===== config.mk =====
export PLATFORM = sky130hd
export DESIGN_NAME = mssch_ram
export DESIGN_NICKNAME = d
export VERILOG_FILES = /design/src/rtl/core/mssch_ram.sv
export SDC_FILE = /design/constraint.sdc
export NUM_CORES = 1
export LEC_CHECK = 0
export BUFFER_PORTS_ARGS = -buffer_cell sky130_fd_sc_hd__clkbuf_2
export CAP_MARGIN = 20
export CELL_PAD_IN_SITES_DETAIL_PLACEMENT = 2
export CELL_PAD_IN_SITES_GLOBAL_PLACEMENT = 2
export CORE_MARGIN = 2
export CORE_UTILIZATION = 30
export CTS_BUF_LIST = sky130_fd_sc_hd__clkbuf_8 sky130_fd_sc_hd__clkbuf_16
export CTS_CLUSTER_DIAMETER = 30
export DETAILED_ROUTE_END_ITERATION = 6
export GPL_ROUTABILITY_DRIVEN = 0
export HOLD_SLACK_MARGIN = 0.08
export PLACE_DENSITY = 0.64
export SYNTH_ARGS = -nofsm -noshare
export SYNTH_HDL_FRONTEND = slang
export SYNTH_SLANG_ARGS = --single-unit

===== constraint.sdc =====
create_clock -name clk -period 2.1 [get_ports clk]
set_clock_uncertainty 0.2 [all_clocks]
set_input_delay 0.21 -clock clk [delete_from_list [all_inputs] [get_ports clk]]
set_output_delay 0.21 -clock clk [all_outputs]
set_load 0.02 [all_outputs]

===== src/rtl/core/mssch_ram.sv =====
`timescale 1ns / 1ps
// ----------------------------------------------------------------------------
// mssch_ram: generic simple dual-port RAM
// One write port, one read port, registered read data (read-before-write).
// ----------------------------------------------------------------------------
module mssch_ram #(
    parameter int WIDTH = 8,
    parameter int DEPTH = 16,
    localparam int AW = (DEPTH > 1) ? $clog2(DEPTH) : 1
) (
    input  logic             clk,
    input  logic             we,
    input  logic [AW-1:0]    waddr,
    input  logic [WIDTH-1:0] wdata,
    input  logic [AW-1:0]    raddr,
    output logic [WIDTH-1:0] rdata
);

    logic [WIDTH-1:0] mem [DEPTH];

    always_ff @(posedge clk)
    begin
        if (we)
        begin
            mem[waddr] <= wdata;
        end
        rdata <= mem[raddr];
    end

endmodule


Yosys cells after proc, flatten, opt, wreduce, memory -nomap -nowiden:

Memory sizes are Yosys's and may differ from the RTL's. A register that Yosys moved wholly into a read port is not among the register bits.
Index checks and enable logic that the tools add are counted.

* mux-type cells: 2

Operator list (count)
* 2-to-1 mux 1 bit: 2

* flip-flop bits (word level): 0
* memory bits (writable): 128
* bits of input ports: 18
* output and inout port bits: 8
* word-level logic and storage cells: 3
* memories kept: 1

Memories
* mem: words 16, bits a word 8, read ports 1, clocked after Yosys merged registers in 1, write ports 1, line 19 `logic [WIDTH-1:0] mem [DEPTH];`

Depth between registers and ports, before layout:

Gate-level depths: netlist of run 1.

* depth in word-level cells: 2
* depth in mapped cells: 5
* gate-level depth less buffers: 3

Least setup slack after synthesis of run 1:

No wires, ideal clock.

* path kind: input port to flip-flop
* start point: in waddr[2]
* end point: mem mem[0][0], enable pin
* library setup time: 0.383 ns
* data arrival time: 1.320 ns
* data required time: 1.517 ns
* slack: 0.197 ns
* stages on the path: 2
* path buffers: 0
* path through: or3b_2 nor3_1

RTL lines
* start, declared: line 13 `input logic [AW-1:0] waddr,`
* end, declared: line 19

No word-level cell before the write port.

==> results of run 1 <==
==> synth_stat cells <==
cell / n
nor2_1: 13
nand2b_1: 2
buf_6: 3
nor3_1: 4
buf_2: 3
and2b_1: 1
or3b_2: 1
mux4_1: 14
clkdlybuf4s25_2: 3
buf_4: 1
nand3_1: 1
a22oi_1: 16
dfxtp_1: 8
nand3b_1: 2
and2_1: 1
mux4_2: 18
edfxtp_1: 128
nand2_1: 9
nor2b_1: 1
==> kinds of logic after synthesis <==
logic type | after synthesis | share of synthesized area (%)
multiplexers | 32 | 15.0
AO/OA/AOI/OAI | 16 | 2.33
flip-flops | 136 | 77.8
AND/OR/NAND/NOR | 35 | 3.18
buffers and inverters | 10 | 1.68
==> worst min-delay path by stage <==
stage	from	end	cells past startpoint
2_1_floorplan	wdata[0]	mem[0][0]	0
3_3_place_gp	rdata[3]	rdata[3]	1
3_5_place_dp	rdata[3]	rdata[3]	1
4_1_cts	waddr[0]	mem[8][3]	3
5_1_grt	waddr[0]	mem[4][6]	3
6_report	waddr[0]	mem[8][3]	3
==> layout make-up <==
class	instances	area [µm²]	share of cell area (%)
Multi-Input combinational cell	83	1060	16.5
Tap cell	220	275	4.31
Clock buffer	21	480	7.52
Timing Repair Buffer	55	398	6.23
Sequential cell	136	4000	62.6
Clock inverter	11	176	2.76
==> timing repair <==
action,CTS,global route
endpoints found under the setup margin,0,0
hold buffers,9,0
hold endpoints to repair,115,0
==> tightest hold or removal path: cells and delay by family <==
kind | cells | cell delay [ns]
and+or+nand+nor | 1 | 0.07
buffers and inverters | 2 | 0.33
==> registers in the layout, summed over array words and instances, names as in the netlist <==
signal  flops
rdata       8
mem       128
==> routing by layer <==
metal | vias up | part of all wire (%) | GRT usage (%)
met4 | 0 | 0.86 | 4.51
met3 | 10 | 3.1 | 4.02
met5 | - | 0 | 0
met1 | 1337 | 44 | 17.9
li1 | 1099 | - | -
met2 | 38 | 52 | 24.0
==> report_power, final <==
part / leakage (nW) / switching (W) / internal, W
Sequential: 1.22 / 0.0000233 / 0.00304
Combinational: 0.632 / 0.000185 / 0.000135
Clock: 0.337 / 0.00107 / 0.00221
Total: 2.19 / 0.00128 / 0.00538
==> through the flow <==
stage / setup slack, ns / utilization, % / cells
6_report: 0.394 / 38.3 / 526
5_1_grt: 0.285 / 38.3 / 526
4_1_cts: 0.364 / 38.3 / 526
3_5_place_dp: 0.163 / 33.8 / 485
3_3_place_gp: 0.208 / 33.8 / 485
2_1_floorplan: 0.197 / - / 229
==> impl_metrics.csv, run 1 <==
group,metric,value,unit
yosys,synth_cells,229,
sta,fin_tns_setup,0,ns
layout,drive_gt1_share,30.7,%
placement,place_hpwl,7390,µm
run_status,outcome,"finished clean",
layout,antenna_cells,0,
yosys,synth.avg_cell_area,22.5,µm²
floorplanning,fp.dieW,135,µm
clock_tree,clockBufferDepth,2,
clock_tree,cts_buffers,17,
floorplanning,die_area,18200,µm²
setup_path,crit_family,"buffers and inverters",
global_routing,overflow,0,
sta,timing.final.crit_share,81.2,%
global_routing,grt_max_degree,33,
setup_path,worstPathArrival,1.80,ns
global_routing,antenna_found_initial,0,
sta,finalHoldViolCount,0,
floorplanning,row_count,47,
setup_path,cpMaxStageDelayCell,"dlygate4sd3_1",
detailed_routing,routedWlPerCell,22.5,µm
clock_tree,insertion_delay,0.41,ns
yosys,ys_seq_elements,136,
setup_path,crit_start,"raddr[1]",
clock_tree,cts_tree,"done",
detailed_routing,via_per_inst,4.72,
setup_path,cp.depth,6,
sta,setup_viol,0,
detailed_routing,vias,2484,
sta,fin_crit,1.71,ns
placement,port_buffers,25,
global_routing,grt_pass1_vias,2870,
pwr,vdd_drop_max,0.000516,V
setup_path,crit_end,"rdata[6]",
flow_run,drv_cap,0,
setup_path,start_kind,"primary input",
layout,final_cell_mix,"128 x edfxtp_1, 25 x clkbuf_2, 19 x buf_4, 18 x mux4_2, 17 x clkbuf_16",
detailed_routing,post-route-drc-count,0,
setup_path,path_buf_inv,3,
yosys,synth_cell_types,19,
pwr,leakagePower,2.19,nW
detailed_routing,wl,11800,µm
setup_path,r2r_cells,3,
floorplanning,io_pins,26,
layout,design_area,6390,µm²
setup_path,crit_required,2.20,ns
setup_path,worst-path-max-fanout,11,
placement,dpl_cell_area,5640,µm²
clock_tree,clkSlewWorstSetupHoldPaths,0.06,ns
pwr,p_per_area,1040,nW/µm²
setup_path,slowest_delay,0.52,ns
clock_tree,cts_root_buf,"clkbuf_16",
sta,worst_pin_slew,0.516,ns
detailed_routing,dr.first_iter.drc_count,224,
yosys,yosysTopAreaCell,"edfxtp_1",
global_routing,grt_pass1_wl,18300,µm
yosys,synthTopCellsByArea,"edfxtp_1 75%, mux4_2 7.9%, mux4_1 7.1%",
worst_hold_path,worstHoldPathType,"in -> reg",
clock_tree,ctsResizeCount,0,
floorplanning,core,16700,µm²
setup_path,rr_startpoint,"mem[0][3]",
sta,worst_hold_slack,0.187,ns
setup_path,cp-end-kind,"register",
layout,area_growth,24.2,%
yosys,yosysWarnings,0,
detailed_routing,drt.antenna.violating_nets,0,
yosys,synth_area,5150,µm²
yosys,ys_seq_area_share,77.8,%
global_routing,grt_use_total,14.3,%
clock_tree,cts.sinks,136,
clock_tree,h-tree-depth,4,
setup_path,rrSetupSlack,0.46,ns
floorplanning,fp.dieH,135,µm
sta,drv_slew,0,
layout,fillers,1638,
clock_tree,cts_setup_buffers,0,
setup_path,worstPathCellList,"dlygate4sd3_1, clkbuf_2, buf_4, mux4_2, a22oi_1, nand2_1",
sta,fmax,0.586,GHz
sta,slew_headroom,65.6,%
layout,final_nets,311,
pwr,total_power,0.00667,W
setup_path,worstSetupPathType,"in -> reg",
floorplanning,initial_core_util,30.8,%
layout,final_common_cell,"edfxtp_1",
yosys,syn_nets,247,
detailed_routing,drt_pass1_iterations,5,
setup_path,worstReg2RegEnd,"rdata[3]",
yosys,synth_top_area_share,74.7,%
sta,rsz0062_at_grt,"no",
Note: power is estimated with default switching activity, not from simulation.
==> run 2: changes to the inputs <==
==> constraint.sdc (replaced) <==
create_clock -name clk -period 1.6 [get_ports clk]
set_clock_uncertainty 0.2 [all_clocks]
set_input_delay 0.16 -clock clk [delete_from_list [all_inputs] [get_ports clk]]
set_output_delay 0.16 -clock clk [all_outputs]
set_load 0.02 [all_outputs]
==> run 2 against run 1 <==
  * Flip-flop and latch count is the same
  * Cell count increased by 0.57%
  * Wire length is 6.4% lower
  * Highest routed layer unchanged
==> impl_metrics.csv, run 2 (synthesis gave the netlist of run 1 again) <==
group,metric,value,unit
detailed_routing,dr.first_iter.drc_count,129,
clock_tree,cts_setup_buffers,0,
setup_path,worst-path-max-fanout,1,
detailed_routing,via_per_inst,4.66,
clock_tree,cts_root_buf,"clkbuf_16",
pwr,leakagePower,2.18,nW
clock_tree,clkSlewWorstSetupHoldPaths,0.05,ns
layout,final_nets,314,
global_routing,use_met1,17.0,%
detailed_routing,drt.antenna.violating_nets,0,
pwr,total_power,0.00793,W
detailed_routing,post-route-drc-count,0,
setup_path,cpMaxStageDelayCell,"mux4_1",
sta,worst_pin_slew,0.861,ns
layout,fillers,1629,
global_routing,grt_max_degree,17,
setup_path,start_kind,"register",
clock_tree,clockBufferDepth,2,
global_routing,grt_pass1_wl,17000,µm
layout,area_growth,23.2,%
layout,final_common_cell,"edfxtp_1",
sta,setup_viol,0,
floorplanning,die_area,18200,µm²
floorplanning,core,16700,µm²
layout,antenna_cells,0,
sta,finalHoldViolCount,0,
sta,slew_headroom,42.5,%
layout,multiInputGateArea,1090,µm²
layout,largest_registers,"mem (128), rdata (8)",
sta,fin_tns_setup,0,ns
floorplanning,initial_core_util,30.8,%
clock_tree,h-tree-depth,4,
layout,drive_gt1_share,31.7,%
pwr,vdd_drop_max,0.000724,V
sta,fin_crit,1.54,ns
setup_path,crit_required,1.69,ns
detailed_routing,routedWlPerCell,20.9,µm
clock_tree,cts_tree,"done",
detailed_routing,wl,11100,µm
global_routing,use_met3,3.42,%
global_routing,busiest_layer,"met2",
placement,port_buffers,25,
worst_hold_path,worstHoldPathType,"in -> reg",
global_routing,antenna_found_initial,0,
sta,rsz0062_at_grt,"no",
sta,fmax,0.650,GHz
clock_tree,insertion_delay,0.41,ns
global_routing,overflow,0,
layout,top_register,"mem",
setup_path,crit_family,"multiplexers",
placement,place_hpwl,7370,µm
layout,design_area,6340,µm²
setup_path,worstPathArrival,1.63,ns
flow_run,drv_cap,0,
floorplanning,fp.dieH,135,µm
clock_tree,cts.sinks,136,
pwr,p_per_area,1250,nW/µm²
run_status,outcome,"finished clean",
layout,largest_reg_flops,128,
global_routing,grt_use_total,13.4,%
sta,worst_hold_slack,0.123,ns
layout,seq_area,4000,µm²
sta,drv_slew,0,
detailed_routing,drt_pass1_iterations,5,
setup_path,path_buf_inv,0,
setup_path,worstSetupPathType,"reg -> reg",
global_routing,met2_usage,21.9,%
setup_path,worstPathCellList,"mux4_1, a22oi_2, nand2_1",
floorplanning,io_pins,26,
clock_tree,cts_buffers,17,
sta,timing.final.crit_share,96.2,%
setup_path,slowest_delay,0.51,ns
floorplanning,fp.dieW,135,µm
layout,final_util,38.0,%
global_routing,grt_pass1_vias,2757,
setup_path,cp-end-kind,"register",
layout,final_cell_mix,"128 x edfxtp_1, 25 x clkbuf_2, 21 x buf_4, 18 x mux4_2, 17 x clkbuf_16",
placement,dpl_cell_area,5700,µm²
floorplanning,row_count,47,
detailed_routing,vias,2465,
[run 2: cell count changes in the layout (fill, tap and decap cells not counted), moves of 2 or more]
cell,previous run,this run
inv_1,3,8
clkbuf_8,4,2
a22oi_1,16,11
buf_12,2,4
buf_4,19,21
bufinv_16,5,1
a22oi_2,0,5
[run 2: final cells by class]
class,instances,share of cell area (%)
Timing Repair Buffer,58,6.99
Sequential cell,136,63.1
Tap cell,220,4.34
Multi-Input combinational cell,83,17.1
Clock inverter,13,1.24
Clock buffer,19,7.14
[run 2: what timing repair did]
item / CTS / global route
resized for setup: 1 / 4
endpoints found under the setup margin: 1 / 4
hold endpoints to repair: 128 / 0
hold buffers: 8 / 0
[run 2: stage by stage]
stage                     worst slack (ns)  instances
after floorplan                    -0.0261        229
after CTS                          0.00282        529
final                               0.0609        529
after global routing               0.00218        529
after detailed placement            -0.255        489
after global placement              -0.230        489
[run 2: worst paths after layout]
kind                            startpoint         to  slack (ns)  cells past startpoint
worst max register to register   mem[8][4]   rdata[4]        0.06                      3
worst min register to register  mem[15][7]   rdata[7]        0.49                      3
worst max-delay path             mem[8][4]   rdata[4]        0.06                      3
worst min-delay path              waddr[0]  mem[0][5]        0.12                      3
[run 2: tightest hold or removal path, cell delays in order]
cell and delay [ns]:
clkbuf_2 0.16, nor3_2 0.06, buf_4 0.18
[run 2: where the power goes]
group	internal [W]	switching [W]	total, W
clock network	0.00215	0.00133	0.00348
logic	0.000192	0.000247	0.000439
registers	0.00399	0.0000269	0.00401
[run 2: layer usage]
layer	vias to the layer above	routed length, µm
met2	53	5590
li1	1109	-
met3	15	385
met4	0	174
met1	1288	4900
met5	-	0
==> run 3: changes to the inputs <==
--- a/config.mk
+++ b/config.mk
@@ -16,7 +16,8 @@
 export DETAILED_ROUTE_END_ITERATION = 6
 export GPL_ROUTABILITY_DRIVEN = 0
 export HOLD_SLACK_MARGIN = 0.08
-export PLACE_DENSITY = 0.64
+export PLACE_DENSITY = 0.51
+export SKIP_CTS_REPAIR_TIMING = 1
 export SYNTH_ARGS = -nofsm -noshare
 export SYNTH_HDL_FRONTEND = slang
 export SYNTH_SLANG_ARGS = --single-unit
==> run 3 against run 2 <==
  * Total power up 1.9%
  * Critical path type unchanged
  * Utilization up 0.93 points
  * Sequential power about the same
  * Cell count up 2.6%
  * Combinational power up 9.6%
  * Sequential share of layout area down 1.5 points
  * Worst setup slack worse by 0.020 ns
  * Design area up 2.4%
  * Wire length up 15%
  * Maximum frequency down 1.3%
  * Largest cell class unchanged
  * Worst hold slack worse by 0.0040 ns
==> impl_metrics.csv, run 3 (synthesis gave the netlist of run 1 again) <==
group,metric,value,unit
layout,largest_registers,"mem (128), rdata (8)",
flow_run,drv_cap,0,
layout,top_register,"mem",
sta,worst_pin_slew,1.14,ns
layout,largest_reg_flops,128,
pwr,p_int,0.00643,W
detailed_routing,wl,12700,µm
worst_hold_path,min_from,"waddr[0]",
floorplanning,fp.dieH,135,µm
sta,fmax,0.642,GHz
global_routing,grt_use_total,15.0,%
clock_tree,cts.sinks,136,
placement,port_buffers,25,
setup_path,rr_startpoint,"mem[11][0]",
clock_tree,h-tree-depth,4,
detailed_routing,dr.first_iter.drc_count,194,
floorplanning,row_count,47,
global_routing,antenna_found_initial,0,
worst_hold_path,worstHoldPathType,"in -> reg",
pwr,p_switching,0.00166,W
setup_path,worstPathArrival,1.64,ns
clock_tree,cts_tree,"done",
sta,fin_crit,1.56,ns
placement,place_inst,503,
layout,area_growth,26.2,%
clock_tree,cts_root_buf,"clkbuf_16",
detailed_routing,via_per_inst,4.67,
pwr,pwr-share-comb,6.0,%
detailed_routing,drt_pass1_iterations,4,
pwr,pwr-share-seq,49.6,%
pwr,p_sw_share,20.5,%
floorplanning,io_pins,26,
sta,slew_headroom,23.7,%
floorplanning,core,16700,µm²
sta,fin_tns_setup,0,ns
setup_path,crit_start,"mem[11][0]",
clock_tree,clkSlewWorstSetupHoldPaths,0.06,ns
global_routing,grt_pass1_wl,18800,µm
sta,setup_viol,0,
floorplanning,die_area,18200,µm²
pwr,vdd_drop_max,0.000743,V
setup_path,start_kind,"register",
detailed_routing,drt.antenna.violating_nets,0,
pwr,total_power,0.00808,W
layout,final_cells,543,
setup_path,cp-end-kind,"register",
global_routing,grt_pass1_vias,2856,
pwr,p_per_area,1240,nW/µm²
placement,place_hpwl,8440,µm
global_routing,grt_max_degree,18,
floorplanning,initial_core_util,30.8,%
layout,final_cell_mix,"128 x edfxtp_1, 33 x buf_4, 25 x clkbuf_2, 20 x mux4_2, 17 x clkbuf_16",
setup_path,worstSetupPathType,"reg -> reg",
detailed_routing,routedWlPerCell,23.4,µm
sta,finalHoldViolCount,0,
sta,worst_hold_slack,0.119,ns
detailed_routing,vias,2535,
detailed_routing,post-route-drc-count,0,
layout,final_nets,328,
layout,fillers,1599,
sta,rsz0062_at_grt,"no",
setup_path,crit_required,1.69,ns
layout,final_common_cell,"edfxtp_1",
global_routing,overflow,0,
sta,timing.final.crit_share,97.4,%
sta,drv_slew,0,
clock_tree,insertion_delay,0.41,ns
layout,drive_gt1_share,36.8,%
pwr,leakagePower,2.26,nW
setup_path,worst-path-max-fanout,1,
run_status,outcome,"finished clean",
clock_tree,clockBufferDepth,2,
floorplanning,fp.dieW,135,µm
pwr,power_frac_clock,44.4,%
clock_tree,cts_buffers,17,
layout,antenna_cells,0,
==> run 3: changes by cell type in the layout (fill, tap and decap cells not counted), sizes merged <==
cell,previous run,this run
buf,25,39
bufinv,1,0
clkbuf,44,49
clkinv,4,2
inv,8,6
==> run 3: critical path, cell delays in order, from the launching register on <==
cell	delay (ns)
edfxtp_1	0.43
mux4_2	0.52
a22oi_2	0.19
nand2_1	0.09
==> run 3: metrics by stage <==
stage / util (%) / instance area (µm²) / worst slack, ns
finish: 38.9 / 6500 / 0.0413
global route: 38.9 / 6500 / 0.00324
CTS: 38.3 / 6390 / -0.0521
detailed placement: 34.9 / 5830 / -0.264
global placement: 34.9 / 5830 / -0.288
floorplan: - / 5150 / -0.0261
==> run 3: per-layer routing <==
layer  track usage, %  vias to the layer above  share of wire (%)
met4             4.69                        0               0.79
met2             23.7                       32                 49
met5                0                        -                  0
met3             3.42                        9                2.0
li1                 -                     1133                  -
met1             20.9                     1361                 48
==> run 3: worst paths after layout <==
kind / end / slack [ns] / cells past startpoint
max reg2reg: rdata[0] / 0.04 / 3
min: mem[0][7] / 0.12 / 3
max: rdata[0] / 0.04 / 3
min reg2reg: rdata[1] / 0.49 / 3
==> run 3: layout make-up <==
cell class	instances	area (µm²)	share of cell area, %
Tap cell	220	275	4.24
Clock buffer	24	522	8.03
Timing Repair Buffer	72	573	8.82
Clock inverter	8	32.5	0.501
Multi-Input combinational cell	83	1090	16.8
Sequential cell	136	4000	61.6
==> run 3: power by group through the flow <==
stage               clock, W  sequential, W  combinational, W
finish               0.00359        0.00401          0.000481
global route         0.00382        0.00402          0.000526
floorplan                  0        0.00410          0.000202
CTS                  0.00368        0.00401          0.000469
global placement           0        0.00408          0.000457
detailed placement         0        0.00409          0.000466
