==> src/rtl/core/mssch_pkg.sv <==
`timescale 1ns / 1ps
// ----------------------------------------------------------------------------
// mssch_pkg: shared types and constants for the multiset subset checker
// Table geometry, command codes, bucket row layout and helper functions.
// ----------------------------------------------------------------------------
package mssch_pkg;

    localparam int BUCKETS    = 64;   // power of two: bucket is the low value bits
    localparam int WAYS       = 4;
    localparam int KEY_BITS   = 32;
    localparam int COUNT_BITS = 16;
    localparam int VALUE_W    = 32;
    localparam int CMD_W      = 2;

    localparam int BKT_W  = (BUCKETS > 1) ? $clog2(BUCKETS) : 1;
    localparam int WIDX_W = (WAYS > 1) ? $clog2(WAYS) : 1;

    // result queue
    localparam int QDEPTH = 4;
    localparam int QPTR_W = $clog2(QDEPTH);
    localparam int QCNT_W = $clog2(QDEPTH + 1);

    typedef enum logic [CMD_W-1:0] {
        CMD_CLEAR  = 2'd0,
        CMD_LOAD   = 2'd1,
        CMD_CHECK  = 2'd2,
        CMD_FINISH = 2'd3
    } cmd_t;

    typedef logic [KEY_BITS-1:0]   key_t;
    typedef logic [COUNT_BITS-1:0] cnt_t;
    typedef logic [BKT_W-1:0]      bkt_t;
    typedef logic [WIDX_W-1:0]     widx_t;
    typedef logic [WAYS-1:0]       way_mask_t;

    typedef struct packed {
        key_t key;
        cnt_t count;
    } slot_t;

    typedef slot_t [WAYS-1:0] row_t;

    localparam int   ROW_W     = $bits(row_t);
    localparam cnt_t COUNT_MAX = '1;

    typedef struct packed {
        logic wr;
        logic set_missing;
        logic set_overflow;
    } upd_t;

    typedef struct packed {
        logic is_subset;
        logic overflow;
    } res_t;

    function automatic key_t make_key(input logic signed [VALUE_W-1:0] v);
        logic signed [63:0] ext;
        ext = 64'(v);
        return KEY_BITS'(ext);
    endfunction

    function automatic bkt_t bucket_of(input logic [VALUE_W-1:0] v);
        return BKT_W'(v & VALUE_W'(BUCKETS - 1));
    endfunction

endpackage

==> src/rtl/core/mssch_outq.sv <==
`timescale 1ns / 1ps
// ----------------------------------------------------------------------------
// mssch_outq: result queue
// Small FIFO of finish results; the head drives the output channel.
// ----------------------------------------------------------------------------
module mssch_outq (
    input  logic                          clk,
    input  logic                          rst_n,
    input  logic                          push,
    input  mssch_pkg::res_t               push_data,
    input  logic                          pop,
    output mssch_pkg::res_t               head,
    output logic                          nonempty,
    output logic [mssch_pkg::QCNT_W-1:0]  occ
);
    import mssch_pkg::*;

    res_t              q_reg [QDEPTH];
    logic [QPTR_W-1:0] wr_ptr_reg;
    logic [QPTR_W-1:0] rd_ptr_reg;
    logic [QCNT_W-1:0] cnt_reg;
    logic [QCNT_W-1:0] cnt_next;

    always_comb
    begin
        cnt_next = cnt_reg;
        if (push && !pop)
        begin
            cnt_next = cnt_reg + QCNT_W'(1);
        end
        else if (pop && !push)
        begin
            cnt_next = cnt_reg - QCNT_W'(1);
        end
    end

    always_ff @(posedge clk or negedge rst_n)
    begin
        if (!rst_n)
        begin
            wr_ptr_reg <= '0;
            rd_ptr_reg <= '0;
            cnt_reg    <= '0;
        end
        else
        begin
            if (push)
            begin
                wr_ptr_reg <= wr_ptr_reg + QPTR_W'(1);
            end
            if (pop)
            begin
                rd_ptr_reg <= rd_ptr_reg + QPTR_W'(1);
            end
            cnt_reg <= cnt_next;
        end
    end

    always_ff @(posedge clk)
    begin
        if (push)
        begin
            q_reg[wr_ptr_reg] <= push_data;
        end
    end

    assign head     = q_reg[rd_ptr_reg];
    assign nonempty = (cnt_reg != '0);
    assign occ      = cnt_reg;

endmodule

==> config.mk <==
export PLATFORM = sky130hd
export DESIGN_NAME = mssch_outq
export DESIGN_NICKNAME = d
export VERILOG_FILES = /design/src/rtl/core/mssch_pkg.sv /design/src/rtl/core/mssch_outq.sv
export SDC_FILE = /design/constraint.sdc
export NUM_CORES = 1
export LEC_CHECK = 0
export BUFFER_PORTS_ARGS = -buffer_cell sky130_fd_sc_hd__buf_2
export CELL_PAD_IN_SITES_DETAIL_PLACEMENT = 1
export CELL_PAD_IN_SITES_GLOBAL_PLACEMENT = 2
export CORE_MARGIN = 8
export CORE_UTILIZATION = 36
export CTS_CLUSTER_DIAMETER = 80
export DETAILED_ROUTE_END_ITERATION = 6
export PLACE_DENSITY = 0.79
export SLEW_MARGIN = 30
export SYNTH_ARGS = -nofsm -noshare
export SYNTH_HDL_FRONTEND = slang
export SYNTH_SLANG_ARGS = --single-unit
==> constraint.sdc <==
create_clock -name clk -period 1.7 [get_ports clk]
set_clock_uncertainty 0.15 [all_clocks]
set_input_delay 0.34 -clock clk [delete_from_list [all_inputs] [get_ports clk]]
set_output_delay 0.34 -clock clk [all_outputs]
set_load 0.01 [all_outputs]
After elaboration in Yosys (flattened, before gate mapping)
Memories as Yosys holds them, arrays and structs flattened. Index checks and enable logic that the tools add are counted.

Mux-type cells: 4. Add/sub/neg operators: 4. Reductions and logical operators: 6.

Operators by type and width (number): $mux 3 (2); $add 2x1->2 const B (2); $add 3x1->3 const B (1); $reduce_bool 3->1 (1); $sub 3x1->3 const B (1); $logic_and 1x1->1 (2); $logic_not 1->1 (2); $mux 1 (2); $reduce_bool 2->1 (1).

Flip-flop bits (word level): 7. Memories kept: 1. Output and inout port bits: 6. Bits of input ports: 6. Word-level logic and storage cells: 18. RAM bits: 8.

Memories: q_reg (words 4, width 2, read ports 1, clocked after Yosys merged registers in 0, write ports 1, line mssch_outq.sv:18) `res_t q_reg [QDEPTH];`.

Longest topological paths before layout
Gate-level depths: netlist of run 1.

Word-level depth: 4. Depth in mapped cells: 7. Mapped depth without buffers: 7.

Worst setup path after synthesis of run 1
No wires, ideal clock.

Path kind: input -> register. Start point: in pop. End point: reg cnt_reg[2] (netlist: occ[2]). Setup slack: 125 ps. Stages: 7. Arrival time: 1346 ps. Buffers on the path: 0. Data required time: 1471 ps. Setup time: 79 ps. Cell sequence: inv_1 -> ha_1 -> inv_1 -> fa_1 -> xor2_1 -> nor2_1 -> xor2_1.

Word-level cells in the longest chain between the ends: 3. Elaborated cells on any way between the ends: 5. Classes of those cells: mux (1); reduce/logical (4).

RTL lines: from (decl) (line mssch_outq.sv:11) `input logic pop,`; $logic_not 1->1 (line mssch_outq.sv:27) `if (push && !pop)`; $logic_and 1x1->1 (line mssch_outq.sv:27); $mux 3 / $reduce_bool 2->1 (equally long branches); to (signal assigned) (line mssch_outq.sv:55) `cnt_reg <= cnt_next;`; to (decl) (line mssch_outq.sv:21) `logic [QCNT_W-1:0] cnt_reg;`.

Parallel ways exist; a longest one is shown, timed or not. A chain may end at the register's enable or synchronous reset.

==> impl_metrics.py, run 1 <==
metrics = {
    "grt": {
        "grt_pass1_wl_mm": 1.95,
        "antenna_found_initial": 0,
        "grt_max_degree": 9,
        "gr-total-overflow": 0,
        "track_usage_pct": 7.35,
        "grt_pass1_vias": 419,
    },
    "detailed_routing": {
        "route.detailed.wl_per_inst_um": 13.2,
        "vias_per_cell": 4.40,
        "met2_length_um": 605,
        "vias": 396,
        "ant_nets": 0,
        "wl_met1_um": 513,
        "drt-initial-drc-count": 4,
        "top_layer_used": "met3",
        "remaining_drc_errors": 0,
        "dr.pass1.iters": 4,
        "dr_wl_met3_um": 69,
        "drt_wl_total_mm": 1.19,
    },
    "setup_path": {
        "end_kind": "output pin",
        "path_class": "reg -> out",
        "max_stage_delay_ns": 0.52,
        "crit_path_start_kind": "flop",
        "critPathMaxFanout": 3,
        "cp_top_family": "multiplexers",
        "critical_path_buf_inv_count": 1,
        "slowest_stage": "mux4_2",
        "arrival_ns": 1.34,
        "crit_required_ns": 1.21,
        "path_cells": "mux4_2 > buf_6",
    },
    "placed_design": {
        "dp_slack_ns": -0.0406,
        "place_inst": 82,
        "placed_cell_area_sq_um": 786,
        "port_buffers": 11,
        "dp_hpwl_um": 922,
        "globalplace.congestion": 0.703,
    },
    "cells_and_area": {
        "final_area_sq_um": 853,
        "drive_gt1_share_pct": 38.5,
        "syn_to_final_growth_pct": 26.1,
        "regArea_sq_um": 417,
        "largest_reg_flops": 8,
        "final_util_pct": 48.9,
        "multi_input_area_sq_um": 241,
        "final_cell_mix": "buf_2, edfxtp_1, dfrtp_1, buf_4, ha_1",
        "layout.cells.non_filler": 90,
        "nets": 78,
        "layout_commonest_cell": "buf_2",
        "n_antenna_cell": 0,
        "fillers": 194,
    },
    "pwr": {
        "power.density_nw_per_um2": 1570,
        "p_total_mw": 1.34,
        "ir_drop_uv": 702,
        "p_leak_nw": 0.372,
    },
    "run_status": {
        "status": "finished, violations left",
        "violations": "setup timing",
    },
    "sta": {
        "worst_slack_ns": -0.133,
        "finalHoldViolCount": 0,
        "holdWs_ns": 0.139,
        "drv_slew": 0,
        "fmaxAchievable_mhz": 546,
        "min_period_ns": 1.83,
        "setup_tns_ns": -0.259,
        "post-route-period-util_pct": 108,
        "rsz0062_at_grt": "true",
        "setup_viol": 2,
        "slew-limit-headroom_pct": 89.4,
        "worstMarginPinSlew_ns": 0.160,
    },
    "logic_synthesis": {
        "yosysWarnings": 0,
        "ys_top_cells_by_area": "edfxtp_1, dfrtp_1, ha_1",
        "yosys.area.top_type": "edfxtp_1",
        "yosys.area.top_type_share_pct": 35.5,
        "syn-num-nets": 55,
        "syn-cell-area_sq_um": 677,
        "postSynthAreaPerCell_sq_um": 15.7,
        "synth_cell_types": 14,
        "synth_seq_cells": 15,
        "synthCells": 43,
        "seq_area_frac_synth_pct": 61.4,
    },
    "floorplanning": {
        "placementRows": 15,
        "start_util_pct": 38.8,
        "die_h_um": 59.4,
        "fp.dieW_um": 59.4,
        "io_pins": 12,
        "dieArea_sq_um": 3520,
        "coreArea_sq_um": 1750,
    },
    "clock_tree": {
        "h-tree-depth": 1,
        "cts_tree": "built",
        "clock_sinks": 15,
        "cts_buffers": 3,
        "cts_root_buf": "clkbuf_4",
        "clk_latency_ns": 0.27,
        "clk_pin_slew_ns": 0.08,
        "clk_path_buf_depth": 2,
    },
    "worst_hold_path": {
        "hold_class": "in -> reg",
    },
    "run": {
        "max_cap_viol_count": 0,
    },
}
-- cell usage after synthesis, drive strengths merged --
cell type	number
nor2	1
inv	4
and2	4
o21ai	1
ha	5
edfxtp	8
or3	1
fa	1
mux4	2
xor2	4
dfrtp	7
xnor2	2
mux2	1
nand2	2
-- cells by family (layout without fill, tap and decap cells) --
kind of cell	count (synthesis)	in the layout	synth area share [%]
flip-flops	15	15	61.4
AND/OR/NAND/NOR	8	8	6.28
adder cells (fa/ha/maj)	6	6	12.2
XOR/XNOR	6	6	7.76
buffers and inverters	4	26	2.22
multiplexers	3	3	9.43
AO/OA/AOI/OAI	1	1	0.739
-- report_power, final --
group,internal [mW],leakage [nW],switching (mW)
combinational,0.307,0.202,0.225
clock,0.0909,0.0150,0.104
sequential,0.514,0.155,0.100
total,0.912,0.372,0.430
-- metal layers --
layer | track usage (%) | vias to the layer above
li1 | - | 188
met3 | 4.12 | 0
met2 | 12.6 | 9
met1 | 7.77 | 199
met5 | 0 | -
met4 | 1.02 | 0
-- final timing paths --
kind | cells past startpoint | to | from | slack, ns
max | 2 | head[0] | rd_ptr_reg[0] | -0.13
min | 1 | q_reg[2][0] | push_data[0] | 0.14
max reg2reg | 5 | occ[2] | occ[0] | 0.09
min reg2reg | 1 | occ[2] | occ[2] | 0.33
max in group asynchronous | 2 | rd_ptr_reg[0] | rst_n | 0.97
min in group asynchronous | 2 | rd_ptr_reg[0] | rst_n | 0.27
-- timing repair --
item / 4_1_cts / 5_1_grt
endpoints found under the hold margin: 7 / 0
pin swaps: 0 / 3
buffers inserted: 2 / 1
gates resized for setup: 3 / 3
endpoints found under the setup margin: 3 / 4
hold buffers: 1 / 0
-- worst register-to-register path, cell delays in order (launching register included) --
cell and delay (ns):
dfrtp_1 0.42, buf_4 0.16, fa_2 0.37, xor2_1 0.16, nor2_1 0.13, xor2_1 0.15
-- final cells by class --
type,instances,share of cell area (%)
clock buffer,4,3.08
inverter,4,1.76
multi-input combinational,24,28.3
timing repair buffer,18,14.4
tap,25,3.67
sequential,15,48.8
Power figures use the tool's default switching activity.
==> inputs of run 2 (changes only) <==
- HOLD_SLACK_MARGIN: not set -> 0.08
- SETUP_SLACK_MARGIN: not set -> 0.2
==> run 2 against run 1 <==
Compared with the run above:
- the flow still finishes with violations (setup timing)
- power is 3.3% higher
- combinational power increased by 6.6%
- via count down 3.5%
- global-route usage grew 0.62 points
- critical path type unchanged
==> impl_metrics.py, run 2 (synthesis results as in run 1) <==
metrics = {
    "setup_path": {
        "crit_path_start_kind": "flop",
        "arrival_ns": 1.36,
        "path_class": "reg -> out",
        "crit_required_ns": 1.21,
        "end_kind": "output pin",
        "slowest_stage": "mux4_2",
        "max_stage_delay_ns": 0.52,
        "path_cells": "mux4_2 > buf_6",
        "critPathMaxFanout": 3,
        "cp-startpoint": "rd_ptr_reg[0]",
        "reg2reg_from": "occ[0]",
    },
    "placed_design": {
        "place_inst": 80,
        "globalplace.congestion": 0.713,
        "dp_hpwl_um": 911,
        "port_buffers": 11,
        "placed_cell_area_sq_um": 788,
        "dp_slack_ns": 0.00381,
    },
    "sta": {
        "post-route-period-util_pct": 109,
        "finalHoldViolCount": 0,
        "holdWs_ns": 0.124,
        "slew-limit-headroom_pct": 87.9,
        "min_period_ns": 1.85,
        "worstMarginPinSlew_ns": 0.181,
        "worst_slack_ns": -0.146,
        "setup_viol": 2,
        "rsz0062_at_grt": "true",
        "fmaxAchievable_mhz": 542,
        "setup_tns_ns": -0.276,
        "drv_slew": 0,
    },
    "cells_and_area": {
        "n_antenna_cell": 0,
        "final_area_sq_um": 865,
        "drive_gt1_share_pct": 45.3,
        "multi_input_area_sq_um": 258,
        "layout_commonest_cell": "buf_2",
        "largest_reg_flops": 8,
        "syn_to_final_growth_pct": 27.7,
        "regArea_sq_um": 418,
        "nets": 77,
        "layout.cells.non_filler": 89,
        "final_cell_mix": "buf_2, edfxtp_1, dfrtp_1",
        "fillers": 184,
        "final_util_pct": 49.5,
    },
    "clock_tree": {
        "clk_path_buf_depth": 2,
        "h-tree-depth": 1,
        "clk_latency_ns": 0.27,
        "cts_buffers": 3,
        "clock_sinks": 15,
        "cts_tree": "built",
        "cts_root_buf": "clkbuf_4",
        "clk_pin_slew_ns": 0.10,
    },
    "floorplanning": {
        "fp.dieW_um": 59.4,
        "dieArea_sq_um": 3520,
        "io_pins": 12,
        "start_util_pct": 38.8,
        "placementRows": 15,
        "die_h_um": 59.4,
        "coreArea_sq_um": 1750,
    },
    "detailed_routing": {
        "route.detailed.wl_per_inst_um": 13.4,
        "drt_wl_total_mm": 1.19,
        "ant_nets": 0,
        "vias": 382,
        "drt-initial-drc-count": 1,
        "vias_per_cell": 4.29,
        "remaining_drc_errors": 0,
        "dr.pass1.iters": 2,
    },
    "run_status": {
        "status": "finished, violations left",
        "violations": "setup timing",
    },
    "pwr": {
        "p_total_mw": 1.39,
        "p_leak_nw": 0.371,
        "ir_drop_uv": 643,
        "power.density_nw_per_um2": 1600,
    },
    "grt": {
        "grt_pass1_wl_mm": 2.13,
        "grt_max_degree": 10,
        "antenna_found_initial": 0,
        "grt_pass1_vias": 443,
        "track_usage_pct": 7.97,
        "gr-total-overflow": 0,
    },
    "run": {
        "max_cap_viol_count": 0,
    },
    "worst_hold_path": {
        "worstHoldStart": "push_data[1]",
        "hold_class": "in -> reg",
    },
}
run 2: metal layers:
layer / vias up / track usage [%] / wire [um]
met5: - / 0 / 0
met4: 0 / 2.05 / 0
met3: 0 / 3.04 / 73
met2: 10 / 12.5 / 523
met1: 184 / 9.92 / 596
li1: 188 / - / -
run 2: report_power, final:
| group | internal (mW) | switching, mW |
|---|---|---|
| registers | 0.516 | 0.0971 |
| clock network | 0.0871 | 0.118 |
| logic | 0.329 | 0.239 |
| total | 0.932 | 0.454 |
run 2: path summary, 6_finish.rpt:
check                           cells past startpoint  slack (ns)       endpoint
worst max-delay path                                2       -0.15        head[1]
worst max register to register                      3        0.18         occ[1]
worst min register to register                      1        0.39  wr_ptr_reg[0]
min in group asynchronous                           2        0.27  rd_ptr_reg[1]
worst min-delay path                                1        0.12    q_reg[1][1]
max in group asynchronous                           2        0.95         occ[0]
run 2: critical path: cells and delay by family (launching register included):
kind	cells	cell delay, ns
buf+inv	1	0.14
flops	1	0.41
mux	1	0.52
run 2: cell type report:
class                      count  area share [%]
clock buffer                   3            2.60
tap                           25            3.62
inverter                       4            2.03
clock inverter                 1           0.579
timing repair buffer          17            13.0
sequential                    15            48.3
multi-input combinational     24            29.8
run 2: repair_timing:
action	in CTS	in global routing
resized for setup	6	1
setup buffers	3	1
hold buffers	1	0
endpoints found under the setup margin	4	5
pin swaps	3	0
endpoints found under the hold margin	7	0
==> inputs of run 3 (changes only) <==
- PLACE_DENSITY: 0.79 -> not set
- PLACE_DENSITY_LB_ADDON: not set -> 0.05
==> run 3 against run 2 <==
Compared with the run above:
- the run still ends with setup timing left
- worst hold slack better by 0.016 ns
- global-route usage increased by 0.48 points
- die area stayed put
- maximum frequency is 1.1% higher
- routed wire length rose by 11%
- flip-flop and latch count did not move
- via count up 4.7%
- setup slack better by 0.021 ns
- first-iteration DRC count rose to 4.0 times the previous value
- clock power down 6%
- largest power group is now combinational logic
- highest routed layer is now met4
==> impl_metrics.py, run 3 (synthesis results as in run 1) <==
metrics = {
    "run_status": {
        "status": "finished, violations left",
        "violations": "setup timing",
    },
    "cells_and_area": {
        "final_area_sq_um": 881,
        "layout_commonest_cell": "buf_2",
        "layout.cells.non_filler": 91,
        "nets": 79,
        "fillers": 179,
        "final_cell_mix": "buf_2, edfxtp_1, dfrtp_1",
        "syn_to_final_growth_pct": 30.1,
        "largest_reg_flops": 8,
        "drive_gt1_share_pct": 43.9,
        "n_antenna_cell": 0,
    },
    "pwr": {
        "p_leak_nw": 0.380,
        "ir_drop_uv": 758,
        "power.density_nw_per_um2": 1600,
    },
    "detailed_routing": {
        "ant_nets": 0,
        "drt-initial-drc-count": 4,
        "dr.pass1.iters": 3,
        "drt_wl_total_mm": 1.33,
        "vias_per_cell": 4.40,
        "vias": 400,
        "remaining_drc_errors": 0,
        "route.detailed.wl_per_inst_um": 14.6,
    },
    "clock_tree": {
        "cts_root_buf": "clkbuf_4",
        "h-tree-depth": 1,
        "clk_path_buf_depth": 2,
        "cts_buffers": 3,
        "cts_tree": "built",
        "clk_latency_ns": 0.27,
        "clk_pin_slew_ns": 0.09,
        "clock_sinks": 15,
    },
    "setup_path": {
        "critPathMaxFanout": 3,
        "cp-startpoint": "rd_ptr_reg[0]",
        "path_class": "reg -> out",
        "crit_path_start_kind": "flop",
        "reg2reg_from": "occ[0]",
        "end_kind": "output pin",
        "max_stage_delay_ns": 0.52,
        "slowest_stage": "mux4_2",
        "reg2reg_slack_ns": 0.22,
        "path_cells": "mux4_2 > buf_6",
        "arrival_ns": 1.34,
        "crit_required_ns": 1.21,
    },
    "sta": {
        "drv_slew": 0,
        "worst_slack_ns": -0.125,
        "post-route-period-util_pct": 107,
        "holdWs_ns": 0.139,
        "slew-limit-headroom_pct": 89.4,
        "worstMarginPinSlew_ns": 0.157,
        "fmaxAchievable_mhz": 548,
        "min_period_ns": 1.83,
        "setup_viol": 2,
        "finalHoldViolCount": 0,
        "rsz0062_at_grt": "true",
    },
    "placed_design": {
        "port_buffers": 11,
        "globalplace.congestion": 0.695,
        "dp_hpwl_um": 991,
        "place_inst": 81,
        "placed_cell_area_sq_um": 796,
    },
    "grt": {
        "gr-total-overflow": 0,
        "grt_max_degree": 9,
        "grt_pass1_wl_mm": 2.21,
        "grt_pass1_vias": 477,
        "track_usage_pct": 8.45,
        "antenna_found_initial": 0,
    },
    "floorplanning": {
        "dieArea_sq_um": 3520,
        "start_util_pct": 38.8,
        "fp.dieW_um": 59.4,
        "io_pins": 12,
        "placementRows": 15,
        "coreArea_sq_um": 1750,
        "die_h_um": 59.4,
    },
    "worst_hold_path": {
        "hold_class": "in -> reg",
        "worstHoldStart": "push_data[1]",
    },
    "run": {
        "max_cap_viol_count": 0,
    },
}
[run 3: cell type report]
class | count | area [sq um] | area share (%)
sequential | 15 | 417 | 47.3
multi-input combinational | 24 | 258 | 29.3
timing repair buffer | 19 | 131 | 14.9
tap | 25 | 31.3 | 3.55
clock buffer | 4 | 26.3 | 2.98
inverter | 4 | 17.5 | 1.99
[run 3: critical path: cells and delay by family (launching register included)]
kind	cells	cell delay [ns]
mux	1	0.52
buf+inv	1	0.14
flops	1	0.41
[run 3: where the power goes]
part	switching (mW)	internal (mW)	leakage, nW
logic	0.261	0.350	0.211
clock network	0.103	0.0907	0.0150
registers	0.0887	0.514	0.155
[run 3: routing by layer]
layer | part of all wire (%) | up-vias | track usage [%]
met5 | 0 | - | 0
met4 | 0.60 | 0 | 3.07
met3 | 4.2 | 2 | 2.82
met2 | 57 | 6 | 14.9
met1 | 38 | 199 | 9.00
li1 | - | 193 | -
[run 3: final timing paths]
check,end,cells past startpoint
worst min register to register,wr_ptr_reg[0],1
worst min-delay path,q_reg[3][1],1
min in group asynchronous,wr_ptr_reg[0],2
worst max register to register,occ[2],5
worst max-delay path,head[0],2
max in group asynchronous,rd_ptr_reg[0],2
[run 3: per-stage QoR]
stage | TNS [ns] | setup WS [ns] | util [%] | total power [mW]
floorplan | 0 | 0.203 | - | 0.893
global placement | 0 | 0.0351 | 45.6 | 1.03
detailed placement | 0 | 0.00789 | 45.6 | 1.07
CTS | -0.352 | -0.180 | 48.7 | 1.36
global route | -0.349 | -0.185 | 50.5 | 1.53
finish | -0.226 | -0.125 | 50.5 | 1.41
[run 3: repair_timing]
action	4_1_cts	5_1_grt
pin swaps	4	1
endpoints found under the setup margin	3	5
gates cloned	0	0
resized for setup	3	4
setup buffers	3	2
endpoints found under the hold margin	7	0
hold buffers	1	0
